**config.mk**
```make
export PLATFORM = sky130hd
export DESIGN_NAME = update_frame_deframer_top_flat
export DESIGN_NICKNAME = d
export VERILOG_FILES = /design/src/design/ufd_pkg.sv /design/src/design/ufd_channels.sv /design/src/design/ufd_parser.sv /design/src/design/update_frame_deframer_top.sv /design/src/flat_wrapper.sv
export SDC_FILE = /design/constraint.sdc
export NUM_CORES = 1
export LEC_CHECK = 0
export ABC_CLOCK_PERIOD_IN_PS = 8760
export BUFFER_PORTS_ARGS = -buffer_cell sky130_fd_sc_hd__buf_4
export CAP_MARGIN = 0
export CORE_ASPECT_RATIO = 1.1
export CORE_MARGIN = 2
export CORE_UTILIZATION = 30
export DETAILED_ROUTE_END_ITERATION = 8
export PLACE_DENSITY = 0.46
export RECOVER_POWER = 50
export SYNTH_ARGS = -nofsm -noshare
export SYNTH_HDL_FRONTEND = slang
export SYNTH_SLANG_ARGS = --single-unit
```
**constraint.sdc**
```tcl
create_clock -name clk -period 8.76 [get_ports clk]
set_input_delay 0.438 -clock clk [delete_from_list [all_inputs] [get_ports clk]]
set_output_delay 0.438 -clock clk [all_outputs]
set_load 0.01 [all_outputs]
```
**src/design/ufd_pkg.sv**
```systemverilog
// shared types, constants and crc function for the update frame deframer
`default_nettype none

package ufd_pkg;

  localparam int BYTE_W   = 8;
  localparam int LEN_W    = 16;
  localparam int IDX_W    = 17;
  localparam int STATUS_W = 3;
  localparam int CFG_IDX_W = 8;

  typedef logic [BYTE_W-1:0] ufd_byte_t;
  typedef logic [LEN_W-1:0]  ufd_len_t;
  typedef logic [IDX_W-1:0]  ufd_idx_t;

  typedef enum logic [1:0] {
    PH_HUNT  = 2'd0,
    PH_FRAME = 2'd1
  } ufd_phase_t;

  typedef enum logic [STATUS_W-1:0] {
    ST_GOOD       = 3'd0,
    ST_INCOMPLETE = 3'd1,
    ST_RESERVED   = 3'd2,
    ST_LENGTH     = 3'd3,
    ST_CRC        = 3'd4
  } ufd_status_t;

  localparam logic KIND_PAYLOAD = 1'b0;
  localparam logic KIND_REPORT  = 1'b1;

  localparam logic [CFG_IDX_W-1:0] CFG_HEAD_CODE = 8'd0;
  localparam logic [CFG_IDX_W-1:0] CFG_RESERVE   = 8'd1;

  // frame byte positions
  localparam ufd_idx_t IDX_SLAVE    = 17'd1;
  localparam ufd_idx_t IDX_TYPE     = 17'd2;
  localparam ufd_idx_t IDX_RES_A    = 17'd3;
  localparam ufd_idx_t IDX_RES_B    = 17'd4;
  localparam ufd_idx_t IDX_LEN_HI   = 17'd5;
  localparam ufd_idx_t IDX_LEN_LO   = 17'd6;
  localparam ufd_idx_t IDX_RES_C    = 17'd7;
  localparam ufd_idx_t IDX_CMD      = 17'd8;
  localparam ufd_idx_t IDX_RES_D    = 17'd9;
  localparam ufd_idx_t IDX_FIRST_PL = 17'd10;
  localparam ufd_idx_t IDX_HDR_LAST = 17'd11;
  localparam ufd_idx_t FLEN_NO_PL   = IDX_HDR_LAST + 17'd1;

  localparam ufd_len_t LEN_OVERHEAD = 16'd5;
  localparam ufd_idx_t LEN_BASE     = 17'd7;

  localparam ufd_len_t CRC_INIT = 16'hFFFF;
  localparam ufd_len_t CRC_POLY = 16'hA001;

  typedef struct packed {
    ufd_byte_t data_byte;
    logic      buffer_end;
  } ufd_item_t;

  typedef struct packed {
    logic        result_kind;
    ufd_byte_t   payload_byte;
    ufd_status_t status;
    ufd_byte_t   node_addr;
    ufd_byte_t   ic_type;
    ufd_byte_t   command;
    ufd_len_t    body_len;
    ufd_len_t    received_crc;
  } ufd_result_t;

  // modbus crc16, one byte, reflected
  function automatic ufd_len_t crc16_byte(input ufd_len_t crc_in, input ufd_byte_t b);
    ufd_len_t c;
    c = crc_in ^ {8'h00, b};
    for (int k = 0; k < 8; k++) begin
      if (c[0]) begin
        c = (c >> 1) ^ CRC_POLY;
      end else begin
        c = c >> 1;
      end
    end
    return c;
  endfunction

endpackage

`default_nettype wire

```
**src/design/ufd_channels.sv**
```systemverilog
// valid/ready channel interfaces for byte input, results and register writes
`default_nettype none

interface ufd_in_if;
  logic                     valid;
  logic                     ready;
  logic [ufd_pkg::BYTE_W-1:0] data_byte;
  logic                     buffer_end;

  modport source (output valid, output data_byte, output buffer_end, input ready);
  modport sink   (input valid, input data_byte, input buffer_end, output ready);
endinterface

interface ufd_out_if;
  logic                         valid;
  logic                         ready;
  logic                         result_kind;
  logic [ufd_pkg::BYTE_W-1:0]   payload_byte;
  logic [ufd_pkg::STATUS_W-1:0] status;
  logic [ufd_pkg::BYTE_W-1:0]   node_addr;
  logic [ufd_pkg::BYTE_W-1:0]   ic_type;
  logic [ufd_pkg::BYTE_W-1:0]   command;
  logic [ufd_pkg::LEN_W-1:0]    body_len;
  logic [ufd_pkg::LEN_W-1:0]    received_crc;

  modport source (output valid, output result_kind, output payload_byte, output status,
                  output node_addr, output ic_type, output command, output body_len,
                  output received_crc, input ready);
  modport sink   (input valid, input result_kind, input payload_byte, input status,
                  input node_addr, input ic_type, input command, input body_len,
                  input received_crc, output ready);
endinterface

interface ufd_cfg_if;
  logic                          valid;
  logic                          ready;
  logic [ufd_pkg::CFG_IDX_W-1:0] index;
  logic [ufd_pkg::BYTE_W-1:0]    data;

  modport source (output valid, output index, output data, input ready);
  modport sink   (input valid, input index, input data, output ready);
endinterface

`default_nettype wire

```
**src/design/ufd_parser.sv**
```systemverilog
// frame parse stage: hunt, header capture, payload forwarding, crc and end-of-frame report
`default_nettype none

module ufd_parser (
  input  wire logic                clk,
  input  wire logic                rst_n,
  input  wire logic                go,
  input  wire ufd_pkg::ufd_byte_t  head_code,
  input  wire ufd_pkg::ufd_byte_t  reserve_value,
  input  wire ufd_pkg::ufd_item_t  item,
  output logic                     res_valid,
  output ufd_pkg::ufd_result_t     result
);
  import ufd_pkg::*;

  ufd_phase_t phase_r, phase_nxt;
  ufd_idx_t   idx_r, idx_nxt;
  ufd_len_t   crc_r, crc_nxt;
  ufd_len_t   len_r, len_nxt;
  ufd_byte_t  slave_r, slave_nxt;
  ufd_byte_t  type_r, type_nxt;
  ufd_byte_t  cmd_r, cmd_nxt;
  logic       res_ok_r, res_ok_nxt;
  ufd_byte_t  first_r, first_nxt;

  ufd_byte_t  b;
  logic       last;
  ufd_idx_t   flen;
  ufd_idx_t   idx_plus2;
  logic       hunting, hit, in_hdr, at_check, res_bad, len_bad;
  logic       body, body_data, body_crc1, body_end;
  ufd_len_t   crc_be, crc_le, crc_step;
  logic       crc_ok, first_pl_fwd, report, fwd;
  ufd_status_t status;

  assign b         = item.data_byte;
  assign last      = item.buffer_end;
  assign flen      = {1'b0, len_r} + LEN_BASE;
  assign idx_plus2 = idx_r + 17'd2;

  assign hunting  = (phase_r == PH_HUNT);
  assign hit      = hunting && (b == head_code);
  assign in_hdr   = !hunting && (idx_r < IDX_HDR_LAST);
  assign at_check = !hunting && (idx_r == IDX_HDR_LAST);
  // reserved mismatch wins over a short length
  assign res_bad  = at_check && !res_ok_r;
  assign len_bad  = at_check && res_ok_r && (len_r < LEN_OVERHEAD);

  assign body      = !hunting && !in_hdr && !res_bad && !len_bad;
  assign body_data = body && (idx_plus2 < flen);
  assign body_crc1 = body && (idx_plus2 == flen);
  assign body_end  = body && (idx_plus2 > flen);

  assign crc_be   = {first_r, b};
  assign crc_le   = {b, first_r};
  assign crc_ok   = (crc_be == crc_r) || (crc_le == crc_r);
  assign crc_step = crc16_byte(hunting ? CRC_INIT : crc_r, b);

  // byte 10 is payload only when the frame is longer than the bare header
  assign first_pl_fwd = in_hdr && (idx_r == IDX_FIRST_PL) && (flen > FLEN_NO_PL)
                        && res_ok_r && !last;

  assign report = (hit && last) || (in_hdr && last) || res_bad || len_bad
                  || ((body_data || body_crc1) && last) || body_end;
  assign fwd    = first_pl_fwd || (body_data && !last);

  always_comb begin
    if (hit || in_hdr) begin
      status = ST_INCOMPLETE;
    end else if (res_bad) begin
      status = ST_RESERVED;
    end else if (len_bad) begin
      status = ST_LENGTH;
    end else if (body_end) begin
      status = crc_ok ? ST_GOOD : ST_CRC;
    end else begin
      status = ST_LENGTH;
    end
  end

  // next phase
  always_comb begin
    phase_nxt = phase_r;
    case (phase_r)
      PH_HUNT: begin
        if (hit && !last) phase_nxt = PH_FRAME;
      end
      PH_FRAME: begin
        if (report) phase_nxt = PH_HUNT;
      end
      default: phase_nxt = PH_HUNT;
    endcase
  end

  // frame context next values
  always_comb begin
    idx_nxt    = idx_r;
    crc_nxt    = crc_r;
    len_nxt    = len_r;
    slave_nxt  = slave_r;
    type_nxt   = type_r;
    cmd_nxt    = cmd_r;
    res_ok_nxt = res_ok_r;
    first_nxt  = first_r;
    if (report) begin
      idx_nxt    = '0;
      crc_nxt    = CRC_INIT;
      len_nxt    = '0;
      slave_nxt  = '0;
      type_nxt   = '0;
      cmd_nxt    = '0;
      res_ok_nxt = 1'b1;
      first_nxt  = '0;
    end else if (hit) begin
      idx_nxt = IDX_SLAVE;
      crc_nxt = crc_step;
    end else if (in_hdr) begin
      idx_nxt = idx_r + 17'd1;
      case (idx_r)
        IDX_SLAVE:  slave_nxt = b;
        IDX_TYPE:   type_nxt  = b;
        IDX_RES_A, IDX_RES_B, IDX_RES_C, IDX_RES_D: begin
          if (b != reserve_value) res_ok_nxt = 1'b0;
        end
        IDX_LEN_HI: len_nxt[15:8] = b;
        IDX_LEN_LO: len_nxt[7:0]  = b;
        IDX_CMD:    cmd_nxt   = b;
        default: ;
      endcase
      if (idx_r == IDX_FIRST_PL) begin
        if (flen > FLEN_NO_PL) begin
          crc_nxt = crc_step;
        end else if (flen == FLEN_NO_PL) begin
          first_nxt = b;
        end
      end else begin
        crc_nxt = crc_step;
      end
    end else if (body_data) begin
      idx_nxt = idx_r + 17'd1;
      crc_nxt = crc_step;
    end else if (body_crc1) begin
      idx_nxt   = idx_r + 17'd1;
      first_nxt = b;
    end
  end

  // result fields
  always_comb begin
    result             = '0;
    result.status      = ST_GOOD;
    result.result_kind = report ? KIND_REPORT : KIND_PAYLOAD;
    if (fwd) begin
      result.payload_byte = b;
    end
    if (report) begin
      result.status = status;
      if (status == ST_GOOD) begin
        result.node_addr    = slave_r;
        result.ic_type      = type_r;
        result.command      = cmd_r;
        result.body_len     = len_r - LEN_OVERHEAD;
        result.received_crc = crc_be;
      end
    end
  end

  assign res_valid = report || fwd;

  always_ff @(posedge clk) begin
    if (!rst_n) begin
      phase_r  <= PH_HUNT;
      idx_r    <= '0;
      crc_r    <= CRC_INIT;
      len_r    <= '0;
      slave_r  <= '0;
      type_r   <= '0;
      cmd_r    <= '0;
      res_ok_r <= 1'b1;
      first_r  <= '0;
    end else if (go) begin
      phase_r  <= phase_nxt;
      idx_r    <= idx_nxt;
      crc_r    <= crc_nxt;
      len_r    <= len_nxt;
      slave_r  <= slave_nxt;
      type_r   <= type_nxt;
      cmd_r    <= cmd_nxt;
      res_ok_r <= res_ok_nxt;
      first_r  <= first_nxt;
    end
  end

  a_report_rehunts: assert property (@(posedge clk) disable iff (!rst_n)
    go && res_valid && (result.result_kind == KIND_REPORT) |=> (phase_r == PH_HUNT))
    else $error("parser did not return to hunting after a report");

  a_hunt_clean: assert property (@(posedge clk) disable iff (!rst_n)
    (phase_r == PH_HUNT) |-> (idx_r == '0) && (crc_r == CRC_INIT) && res_ok_r)
    else $error("frame context not cleared while hunting");

  a_frame_index: assert property (@(posedge clk) disable iff (!rst_n)
    (phase_r == PH_FRAME) |-> (idx_r != '0))
    else $error("byte index zero inside a frame");

  a_bad_report_zero: assert property (@(posedge clk) disable iff (!rst_n)
    res_valid && (result.status != ST_GOOD) |->
      (result.node_addr == '0) && (result.body_len == '0) && (result.received_crc == '0))
    else $error("failed report carries frame fields");

  a_fwd_excl: assert property (@(posedge clk) disable iff (!rst_n)
    !(fwd && report))
    else $error("payload forward and report in the same byte");

endmodule

`default_nettype wire

```
**src/design/update_frame_deframer_top.sv**
```systemverilog
// top level: input register, frame parse stage, result register, config registers
// a result passes from the input register through the parse stage into the result register
// throughput: one byte per cycle while the output channel takes results; the byte-wise crc update in the parse stage
//   sets the cycle
// reset (synchronous, rst_n low): config registers cleared to zero, parser hunting for the
//   head code with the crc preset, input and result registers empty
`default_nettype none

module update_frame_deframer_top (
  input wire logic  clk,
  input wire logic  rst_n,
  ufd_in_if.sink    in_chan,
  ufd_out_if.source out_chan,
  ufd_cfg_if.sink   cfg_chan
);
  import ufd_pkg::*;

  ufd_byte_t   head_code_r;
  ufd_byte_t   reserve_r;
  logic        s1_v_r;
  ufd_item_t   s1_item_r;
  logic        out_v_r;
  ufd_result_t out_r;

  logic        adv;
  logic        res_valid;
  ufd_result_t result;

  assign cfg_chan.ready = 1'b1;

  always_ff @(posedge clk) begin
    if (!rst_n) begin
      head_code_r <= '0;
      reserve_r   <= '0;
    end else if (cfg_chan.valid) begin
      if (cfg_chan.index == CFG_HEAD_CODE) head_code_r <= cfg_chan.data;
      if (cfg_chan.index == CFG_RESERVE)   reserve_r   <= cfg_chan.data;
    end
  end

  // parse stage moves when the result register is free or being drained
  assign adv           = s1_v_r && (!out_v_r || out_chan.ready);
  assign in_chan.ready = !s1_v_r || adv;

  always_ff @(posedge clk) begin
    if (!rst_n) begin
      s1_v_r <= 1'b0;
    end else if (in_chan.ready) begin
      s1_v_r <= in_chan.valid;
    end
  end

  always_ff @(posedge clk) begin
    if (in_chan.valid && in_chan.ready) begin
      s1_item_r.data_byte  <= in_chan.data_byte;
      s1_item_r.buffer_end <= in_chan.buffer_end;
    end
  end

  ufd_parser u_parser (
    .clk           (clk),
    .rst_n         (rst_n),
    .go            (adv),
    .head_code     (head_code_r),
    .reserve_value (reserve_r),
    .item          (s1_item_r),
    .res_valid     (res_valid),
    .result        (result)
  );

  always_ff @(posedge clk) begin
    if (!rst_n) begin
      out_v_r <= 1'b0;
    end else if (adv) begin
      out_v_r <= res_valid;
    end else if (out_chan.ready) begin
      out_v_r <= 1'b0;
    end
  end

  always_ff @(posedge clk) begin
    if (adv && res_valid) begin
      out_r <= result;
    end
  end

  assign out_chan.valid        = out_v_r;
  assign out_chan.result_kind  = out_r.result_kind;
  assign out_chan.payload_byte = out_r.payload_byte;
  assign out_chan.status       = out_r.status;
  assign out_chan.node_addr    = out_r.node_addr;
  assign out_chan.ic_type      = out_r.ic_type;
  assign out_chan.command      = out_r.command;
  assign out_chan.body_len     = out_r.body_len;
  assign out_chan.received_crc = out_r.received_crc;

endmodule

`default_nettype wire
```
**src/flat_wrapper.sv**
```systemverilog
// flat-port wrapper written by rule: the top's interface ports become plain ports
module update_frame_deframer_top_flat import ufd_pkg::*;
  (clk, rst_n, in_chan_valid, in_chan_data_byte, in_chan_buffer_end, in_chan_ready, out_chan_valid, out_chan_result_kind, out_chan_payload_byte, out_chan_status, out_chan_node_addr, out_chan_ic_type, out_chan_command, out_chan_body_len, out_chan_received_crc, out_chan_ready, cfg_chan_valid, cfg_chan_index, cfg_chan_data, cfg_chan_ready);
  ufd_in_if in_chan_i ();
  ufd_out_if out_chan_i ();
  ufd_cfg_if cfg_chan_i ();
  input wire logic clk;
  input wire logic rst_n;
  input wire logic [$bits(in_chan_i.valid)-1:0] in_chan_valid;
  input wire logic [$bits(in_chan_i.data_byte)-1:0] in_chan_data_byte;
  input wire logic [$bits(in_chan_i.buffer_end)-1:0] in_chan_buffer_end;
  output wire logic [$bits(in_chan_i.ready)-1:0] in_chan_ready;
  output wire logic [$bits(out_chan_i.valid)-1:0] out_chan_valid;
  output wire logic [$bits(out_chan_i.result_kind)-1:0] out_chan_result_kind;
  output wire logic [$bits(out_chan_i.payload_byte)-1:0] out_chan_payload_byte;
  output wire logic [$bits(out_chan_i.status)-1:0] out_chan_status;
  output wire logic [$bits(out_chan_i.node_addr)-1:0] out_chan_node_addr;
  output wire logic [$bits(out_chan_i.ic_type)-1:0] out_chan_ic_type;
  output wire logic [$bits(out_chan_i.command)-1:0] out_chan_command;
  output wire logic [$bits(out_chan_i.body_len)-1:0] out_chan_body_len;
  output wire logic [$bits(out_chan_i.received_crc)-1:0] out_chan_received_crc;
  input wire logic [$bits(out_chan_i.ready)-1:0] out_chan_ready;
  input wire logic [$bits(cfg_chan_i.valid)-1:0] cfg_chan_valid;
  input wire logic [$bits(cfg_chan_i.index)-1:0] cfg_chan_index;
  input wire logic [$bits(cfg_chan_i.data)-1:0] cfg_chan_data;
  output wire logic [$bits(cfg_chan_i.ready)-1:0] cfg_chan_ready;
  assign in_chan_i.valid = in_chan_valid;
  assign in_chan_i.data_byte = in_chan_data_byte;
  assign in_chan_i.buffer_end = in_chan_buffer_end;
  assign in_chan_ready = in_chan_i.ready;
  assign out_chan_valid = out_chan_i.valid;
  assign out_chan_result_kind = out_chan_i.result_kind;
  assign out_chan_payload_byte = out_chan_i.payload_byte;
  assign out_chan_status = out_chan_i.status;
  assign out_chan_node_addr = out_chan_i.node_addr;
  assign out_chan_ic_type = out_chan_i.ic_type;
  assign out_chan_command = out_chan_i.command;
  assign out_chan_body_len = out_chan_i.body_len;
  assign out_chan_received_crc = out_chan_i.received_crc;
  assign out_chan_i.ready = out_chan_ready;
  assign cfg_chan_i.valid = cfg_chan_valid;
  assign cfg_chan_i.index = cfg_chan_index;
  assign cfg_chan_i.data = cfg_chan_data;
  assign cfg_chan_ready = cfg_chan_i.ready;
  update_frame_deframer_top u_core (.clk(clk), .rst_n(rst_n), .in_chan(in_chan_i), .out_chan(out_chan_i), .cfg_chan(cfg_chan_i));
endmodule
```
==> results of run 1 <==
## where the power goes
part           switching [W]  internal, W  leakage (nW)
logic              0.0000513    0.0000453          2.21
registers          0.0000205     0.000864          1.38
clock network       0.000372     0.000406         0.290
## sequential cells by signal, summed over array words and instances (netlist names), 9 cells and up
register and count:
u_core.u_parser.crc_r 16, u_core.out_chan.body_len 16, u_core.s1_item_r 9, u_core.out_chan.received_crc 16
u_core.u_parser.idx_r 17, u_core.u_parser.len_r 16
## cell type report
cell class,count,share of cell area [%]
Clock buffer,17,3.89
Clock inverter,15,1.50
Inverter,24,0.870
Multi-Input combinational cell,692,44.7
Sequential cell,178,39.7
Tap cell,420,4.81
Timing Repair Buffer,103,4.53
## metal layers
metal / GRT usage [%] / share of wire [%]
met1: 22.3 / 52
met2: 23.4 / 43
met3: 2.53 / 3.6
met4: 4.78 / 1.8
met5: 0 / 0
## worst max path at each step
stage | slack [ps] | endpoint | cells past startpoint
floorplan | 1260 | u_core.out_chan.body_len[0] | 14
global placement | 3060 | u_core.out_chan.body_len[13] | 14
detailed placement | 3020 | u_core.out_chan.body_len[12] | 14
CTS | 3020 | u_core.out_chan.body_len[7] | 12
global route | 2110 | u_core.u_parser.type_r[6] | 13
finish | 2570 | u_core.u_parser.crc_r[4] | 12
## logic make-up (layout without fill, tap and decap cells)
group,count (synthesis),in the layout,share of synthesized area (%)
compound gates,133,133,11.5
xor+xnor,119,119,10.9
fa+ha+maj,24,24,3.11
buf+inv,95,159,4.23
flops,178,178,44.9
mux,52,52,5.47
other cells,1,1,0.0389
simple gates,363,363,19.8
## worst max-delay path, cell delays in order (launching register included)
cell     delay, ps
dfxtp_1        620
nand3_1        350
nor4b_1        890
nand2_1        150
xor2_1         180
ha_1           310
a21o_1         160
a21o_1         170
a211o_1        320
o31ai_1        770
o21a_1        1030
a21oi_1        660
mux2_2         450
## metrics by stage
stage	total power, W	hold WS (ps)	cells
after floorplan	0.000967	428	965
after detailed placement	0.00100	442	1417
after global routing	0.00182	169	1449
after CTS	0.00179	150	1449
final	0.00176	188	1449
after global placement	0.00100	437	1417
## layout by cell type, fill, tap and decap left out, types with 10 or more instances in the layout
cell type	n
a21oi_1	14
a2bb2o_1	16
a32o_1	10
and2_0	30
and2_1	34
and3_1	12
buf_4	19
clkbuf_1	74
clkbuf_16	17
clkbuf_4	10
dfxtp_1	101
edfxtp_1	77
ha_1	24
inv_1	23
mux2i_1	46
nand2_1	74
nand2b_1	13
nand3_1	30
nand4_1	22
nor2_1	66
nor2b_1	10
nor3_1	24
nor4_1	24
o21ai_0	21
xnor2_1	40
xor2_1	78
==> flow_summary.yaml, run 1 <==
floorplan:
  num_rows: 68
  initial_core_util_pct: 30.6
  die_w_um: 175
  ios: 101
  die_area_sq_um: 33600
  die_h_um: 192
  core_area_sq_um: 31600
layout:
  fin_util_pct: 34.6
  drive_gt1_share_pct: 8.07
  fin_area_sq_um: 10900
  nets: 1070
  multi_input_area_sq_um: 4890
  n_fill_cell: 3277
  num_antenna_cells: 0
  seq_area_sq_um: 4330
  area_growth_pct: 13.2
clock_network:
  cts_setup_buffers: 0
  cts.path.max_buffers: 2
  clock_sink_count: 178
  post_cts_resized: 0
  clock_latency_ps: 440
  cts-root-buf: "clkbuf_16"
  hold_buffers: 0
  clkTransAtPathRegs_ps: 80
  htreeDepth: 4
  tritoncts: "yes"
  cts_made_buffers: 17
sta:
  tightest_slew_ps: 3510
  fin_tns_setup_ps: 0
  hold_viol: 0
  period_needed_ps: 6190
  slew_viol_final: 174
  period_share_pct: 70.7
  max_freq_mhz: 162
  setup_slack_ps: 2570
  skew_ps: 14.8
  relSlewSlack_pct: -134
  rsz0062_at_grt: "false"
  setup-violations-final: 0
grt:
  grt_max_degree: 73
  grt_pass1_wl_um: 40400
  overflow: 0
  grt_usage_pct: 15.4
  grt_pass1_vias: 6966
  antenna_found_initial: 0
placed_design:
  pre_cts_slack_ps: 3020
  io_buffers: 99
  place_congestion: 0.818
  place_area_sq_um: 10600
  dp_hpwl_um: 17800
pwr:
  power_leakage_nw: 3.88
  power_density_nw_per_um2: 161
  ir_worst_vdd_v: 0.000119
synth:
  synth_ff_type: "dfxtp_1"
  yosysSeqAreaShare_pct: 44.9
  synth-seq-cells: 178
  synth.most_common_cell: "dfxtp_1"
  yosys_warnings: 0
  synthDistinctLibCells: 72
  synth.avg_cell_area_sq_um: 10.0
  syn_area_sq_um: 9650
  netlist_top_cells_count: "dfxtp_1 (101), xor2_1 (78), edfxtp_1 (77)"
  synth_area_leader_cell: "edfxtp_1"
  synth_edf_count: 77
  yosysTopAreaCellShare_pct: 24.0
  synth.area.top_cells: "edfxtp_1 (24%), dfxtp_1 (21%), xor2_1 (7.1%), mux2i_1 (4.8%), and2_1 (4.1%)"
  async_flop_share_pct: 0
  postSynthCellCount: 965
  synth.net_count: 1019
drt:
  drt_iter0_markers: 545
  ant_nets: 0
  drt_wl_total_um: 25300
  viasPerCell: 4.89
  vias: 7088
  wire_per_inst_um: 17.5
  drc: 0
  dr.pass1.iters: 5
hold_path:
  hold_end: "u_core.s1_item_r[0]"
  min_path_cells: 1
  hold_path_startpoint: "in_chan_buffer_end"
  hold_path_class: "primary input to flop"
critical_path:
  cp.arrival_ps: 6510
  worstRegToRegCells: 12
  startpoint_type: "flop"
  critPathLaunch: "u_core.u_parser.len_r[3]"
  r2r-start: "u_core.u_parser.len_r[3]"
  crit_fanout: 28
  critPathRequiredTime_ps: 9080
  r2r_end: "u_core.u_parser.crc_r[4]"
  r2r_slack_ps: 2570
  crit_type: "flop to flop"
  cp-end-kind: "flop"
run:
  maxCapViolations: 3
status:
  violations: "max-capacitance violations, max-slew violations"
  status: "finished with violations"
Power figures use the tool's default switching activity.
==> inputs of run 2 (changes only) <==
- ABC_CLOCK_PERIOD_IN_PS: 8760 -> 5600
- PLACE_DENSITY: 0.46 -> 0.48
- clock period: 8.76 -> 5.6 ns (I/O delays scaled with it)
==> flow_summary.yaml, run 2 (same netlist as run 1, synthesis figures left out) <==
critical_path:
  critPathRequiredTime_ps: 5670
  worstRegToRegCells: 13
  slowest_stage: "or4b_2"
  critPathMostFrequentCell: "nand3_1"
  cp.arrival_ps: 5130
  startpoint_type: "flop"
  cp-end-kind: "flop"
  crit_chain: "nand3_1, or4b_2, nor3_1, nor2_1, ha_1, nand4_1, inv_1, nand3_1, a211oi_1, o31ai_4, o21a_4, a21oi_4, clkbuf_4"
  r2r-start: "u_core.u_parser.len_r[3]"
  crit_type: "flop to flop"
  r2r_end: "u_core.out_chan.body_len[10]"
  r2r_slack_ps: 540
  critPathMaxStageDelay_ps: 860
  crit_fanout: 49
layout:
  layout_common_cells: "dfxtp_1 (101), xor2_1 (78), edfxtp_1 (77), nand2_1 (74), clkbuf_1 (74)"
  num_antenna_cells: 0
  final_cells: 1465
  nets: 1086
  area_growth_pct: 15.4
  drive_gt1_share_pct: 8.90
  top_register: "u_core.u_parser.idx_r"
  n_fill_cell: 3245
  largest_reg_flops: 17
  layout_commonest_cell: "dfxtp_1"
clock_network:
  cts_made_buffers: 17
  clock_latency_ps: 450
  clkTransAtPathRegs_ps: 80
  clock_sink_count: 178
  cts-root-buf: "clkbuf_16"
  post_cts_resized: 0
  cts.path.max_buffers: 2
  htreeDepth: 4
  cts_setup_buffers: 0
  tritoncts: "yes"
drt:
  dr.pass1.iters: 5
  wire_per_inst_um: 17.3
  drt_wl_total_um: 25400
  ant_nets: 0
  vias: 7163
  drt_iter0_markers: 462
  drc: 0
  viasPerCell: 4.89
floorplan:
  initial_core_util_pct: 30.6
  ios: 101
  die_area_sq_um: 33600
  die_h_um: 192
  num_rows: 68
  die_w_um: 175
  core_area_sq_um: 31600
grt:
  grt_max_degree: 73
  grt_usage_pct: 15.1
  antenna_found_initial: 0
  grt_pass1_wl_um: 39500
  overflow: 0
  grt_pass1_vias: 6727
sta:
  period_share_pct: 90.3
  slew_viol_final: 73
  fin_tns_setup_ps: 0
  tightest_slew_ps: 3360
  max_freq_mhz: 198
  relSlewSlack_pct: -124
  hold_viol: 0
  setup-violations-final: 0
  period_needed_ps: 5060
  skew_ps: 17.3
  rsz0062_at_grt: "false"
pwr:
  power_density_nw_per_um2: 255
  power_leakage_nw: 4.00
  ir_worst_vdd_v: 0.000142
status:
  violations: "max-capacitance violations, max-slew violations"
  status: "finished with violations"
hold_path:
  min_path_cells: 3
  hold_path_class: "primary input to flop"
  hold_end: "u_core.s1_v_r"
  hold_path_startpoint: "in_chan_valid"
placed_design:
  dp.cells: 1424
  io_buffers: 99
  dp_hpwl_um: 17800
  place_congestion: 0.866
run:
  maxCapViolations: 1
run 2: worst max-delay path by stage:
stage / start / to
3_3_place_gp: u_core.u_parser.len_r[0] / u_core.u_parser.type_r[5]
3_5_place_dp: u_core.u_parser.len_r[0] / u_core.u_parser.type_r[0]
5_1_grt: u_core.u_parser.len_r[3] / u_core.out_chan.body_len[10]
4_1_cts: u_core.u_parser.len_r[0] / u_core.u_parser.type_r[0]
2_1_floorplan: u_core.u_parser.len_r[0] / u_core.out_chan.body_len[0]
6_report: u_core.u_parser.len_r[3] / u_core.out_chan.body_len[10]
run 2: critical path: cells and delay by family, from the launching register on:
kind            cells  cell delay [ps]
flops               1              620
compound gates      4             1170
buf+inv             2              640
simple gates        6             1910
fa+ha+maj           1              300
run 2: per-layer routing:
layer / GRT usage [%] / vias to the layer above / share of wire (%)
met5: 0 / - / 0
met4: 3.69 / 0 / 0.91
met3: 2.43 / 14 / 3.8
met2: 23.5 / 179 / 45
met1: 21.7 / 3403 / 50
li1: - / 3567 / -
run 2: power by group:
part	internal (W)	total (W)	leakage, nW	switching (W)
Combinational	0.0000757	0.000158	2.31	0.0000822
Sequential	0.00135	0.00138	1.39	0.0000329
Clock	0.000629	0.00129	0.308	0.000663
run 2: layout make-up:
| type | count | area (sq um) | area share [%] |
|---|---|---|---|
| Clock buffer | 17 | 425 | 3.82 |
| Clock inverter | 15 | 210 | 1.89 |
| Inverter | 24 | 95.1 | 0.854 |
| Multi-Input combinational cell | 692 | 4910 | 44.1 |
| Sequential cell | 178 | 4330 | 38.9 |
| Tap cell | 420 | 526 | 4.72 |
| Timing Repair Buffer | 119 | 638 | 5.73 |
run 2: through the flow:
step	setup WS, ps	hold slack (ps)	util [%]	total power, W	instance area, sq um
after floorplan	319	379	-	0.00151	9660
after global placement	800	441	33.9	0.00157	10700
after detailed placement	648	443	33.9	0.00157	10700
after CTS	648	0.367	36.1	0.00286	11400
after global routing	95.0	66.1	35.3	0.00293	11100
final	544	66.4	35.3	0.00283	11100
run 2: timing repair:
action | 4_1_cts | 5_1_grt
setup endpoints to repair | 0 | 0
hold endpoints to repair | 5 | 4
hold buffers | 5 | 4
==> inputs of run 3 (changes only) <==
- BUFFER_PORTS_ARGS: -buffer_cell sky130_fd_sc_hd__buf_4 -> default
- DONT_BUFFER_PORTS: default -> 1
- PLACE_DENSITY: 0.48 -> 0.45
==> flow_summary.yaml, run 3 (same netlist as run 1, synthesis figures left out) <==
critical_path:
  cp.arrival_ps: 5450
  r2r_end: "u_core.u_parser.crc_r[3]"
  slowest_stage: "nor4b_1"
  critPathLaunch: "u_core.u_parser.len_r[3]"
  critPathRequiredTime_ps: 5920
  r2r-start: "u_core.u_parser.len_r[3]"
  crit_fanout: 14
  crit_path_end: "u_core.u_parser.crc_r[3]"
  crit_chain: "nand3_1, nor4b_1, nand2_1, xor2_1, ha_1, a21o_1, a21o_1, a211o_1, nor4b_1, o22ai_2, a21oi_2, mux2_2"
  startpoint_type: "flop"
  worstRegToRegCells: 12
  r2r_slack_ps: 470
  critPathMaxStageDelay_ps: 810
  cp-end-kind: "flop"
  crit_type: "flop to flop"
sta:
  relSlewSlack_pct: 36.8
  max_freq_mhz: 195
  tightest_slew_ps: 945
  fin_tns_setup_ps: 0
  setup-violations-final: 0
  slew_viol_final: 0
  skew_ps: 16.7
  period_needed_ps: 5130
  hold_viol: 0
  rsz0062_at_grt: "false"
  period_share_pct: 91.6
  setup_slack_ps: 469
grt:
  grt_usage_pct: 15.5
  grt_pass1_vias: 6676
  grt_max_degree: 71
  antenna_found_initial: 0
  grt_pass1_wl_um: 40300
  overflow: 0
layout:
  largest_reg_flops: 17
  area_growth_pct: 11.6
  n_fill_cell: 3173
  num_antenna_cells: 0
  drive_gt1_share_pct: 7.11
  layout_commonest_cell: "dfxtp_1"
  fin_area_sq_um: 10800
  layout_common_cells: "dfxtp_1 (101), xor2_1 (78), edfxtp_1 (77), nand2_1 (74), nor2_1 (66)"
  top_register: "u_core.u_parser.idx_r"
  nets: 998
pwr:
  power_leakage_nw: 3.84
  combPwrFrac_pct: 5.1
  ir_worst_vdd_v: 0.000165
  p_seq_share_pct: 49.3
  p_switching_w: 0.000734
  sw_frac_of_total_pct: 26.2
  p_int_w: 0.00207
  pwr-share-clk_pct: 45.6
  power_density_nw_per_um2: 261
drt:
  viasPerCell: 4.99
  dr.pass1.iters: 5
  drc: 0
  drt_iter0_markers: 426
  drt_wl_total_um: 25800
  ant_nets: 0
  wire_per_inst_um: 18.7
  vias: 6872
clock_network:
  cts_setup_buffers: 0
  clkTransAtPathRegs_ps: 90
  htreeDepth: 4
  cts-root-buf: "clkbuf_16"
  cts.path.max_buffers: 2
  cts_made_buffers: 17
  clock_latency_ps: 440
  clock_sink_count: 178
  tritoncts: "yes"
placed_design:
  place_area_sq_um: 9980
  io_buffers: 0
  dp_hpwl_um: 17800
  place_congestion: 0.845
  pre_cts_slack_ps: 623
floorplan:
  initial_core_util_pct: 30.6
  core_area_sq_um: 31600
  die_h_um: 192
  die_area_sq_um: 33600
  die_w_um: 175
  ios: 101
  num_rows: 68
status:
  status: "completed"
run:
  maxCapViolations: 0
hold_path:
  hold_path_class: "primary input to flop"
## run 3: cell count changes in the layout (fill, tap and decap cells not counted), moves of 10 or more
cell | before | now
buf_4 | 26 | 9
clkbuf_1 | 74 | 2
clkbuf_4 | 10 | 0
dlygate4sd3_1 | 9 | 19
## run 3: timing repair
action | CTS | global route
hold buffers | 19 | 0
endpoints found under the hold margin | 29 | 0
resized for setup | 0 | 0
## run 3: critical path, delay by kind of cell, from the launching register on
family          cells  cell delay, ps
compound gates      5            1460
flops               1             640
fa+ha+maj           1             310
simple gates        4            2020
xor+xnor            1             170
mux                 1             400
## run 3: worst min-delay path by stage
stage,start,slack [ps],cells past startpoint,to
floorplan,in_chan_buffer_end,380,0,u_core.s1_item_r[0]
global route,rst_n,20,2,u_core.u_parser.len_r[12]
global placement,in_chan_data_byte[4],380,0,u_core.s1_item_r[5]
finish,rst_n,40,1,u_core.u_parser.idx_r[10]
detailed placement,in_chan_data_byte[6],380,0,u_core.s1_item_r[7]
CTS,rst_n,8,1,u_core.u_parser.idx_r[10]
## run 3: metal layers
metal | vias to the layer above | global-route usage (%) | wire length, um | part of all wire, %
met5 | - | 0 | 0 | 0
met4 | 0 | 3.49 | 200 | 0.78
met3 | 8 | 2.69 | 666 | 2.6
met2 | 129 | 24.1 | 11500 | 44
met1 | 3349 | 22.5 | 13500 | 52
li1 | 3386 | - | - | -
## run 3: area by class of cell
type	count	area [sq um]	area share (%)
clock buffers	17	425	3.95
multi-input cells	692	4900	45.5
repair buffers	31	285	2.65
inverters	24	95.1	0.883
well taps	420	526	4.88
flip-flops and latches	178	4330	40.3
clock inverters	15	204	1.89
## run 3: through the flow
stage / power (W) / hold WS (ps) / utilization, % / cells
finish: 0.00281 / 39.5 / 34.1 / 1377
global placement: 0.00155 / 379 / 31.6 / 1326
CTS: 0.00284 / 7.94 / 34.2 / 1377
global route: 0.00291 / 23.9 / 34.1 / 1377
floorplan: 0.00151 / 379 / - / 965
detailed placement: 0.00155 / 379 / 31.6 / 1326
## run 3: power by group through the flow
| stage | clock [W] | sequential, W | combinational [W] |
|---|---|---|---|
| floorplan | 0 | 0.00138 | 0.000129 |
| global placement | 0 | 0.00141 | 0.000134 |
| detailed placement | 0 | 0.00141 | 0.000133 |
| CTS | 0.00131 | 0.00138 | 0.000146 |
| global route | 0.00137 | 0.00139 | 0.000159 |
| finish | 0.00128 | 0.00138 | 0.000143 |
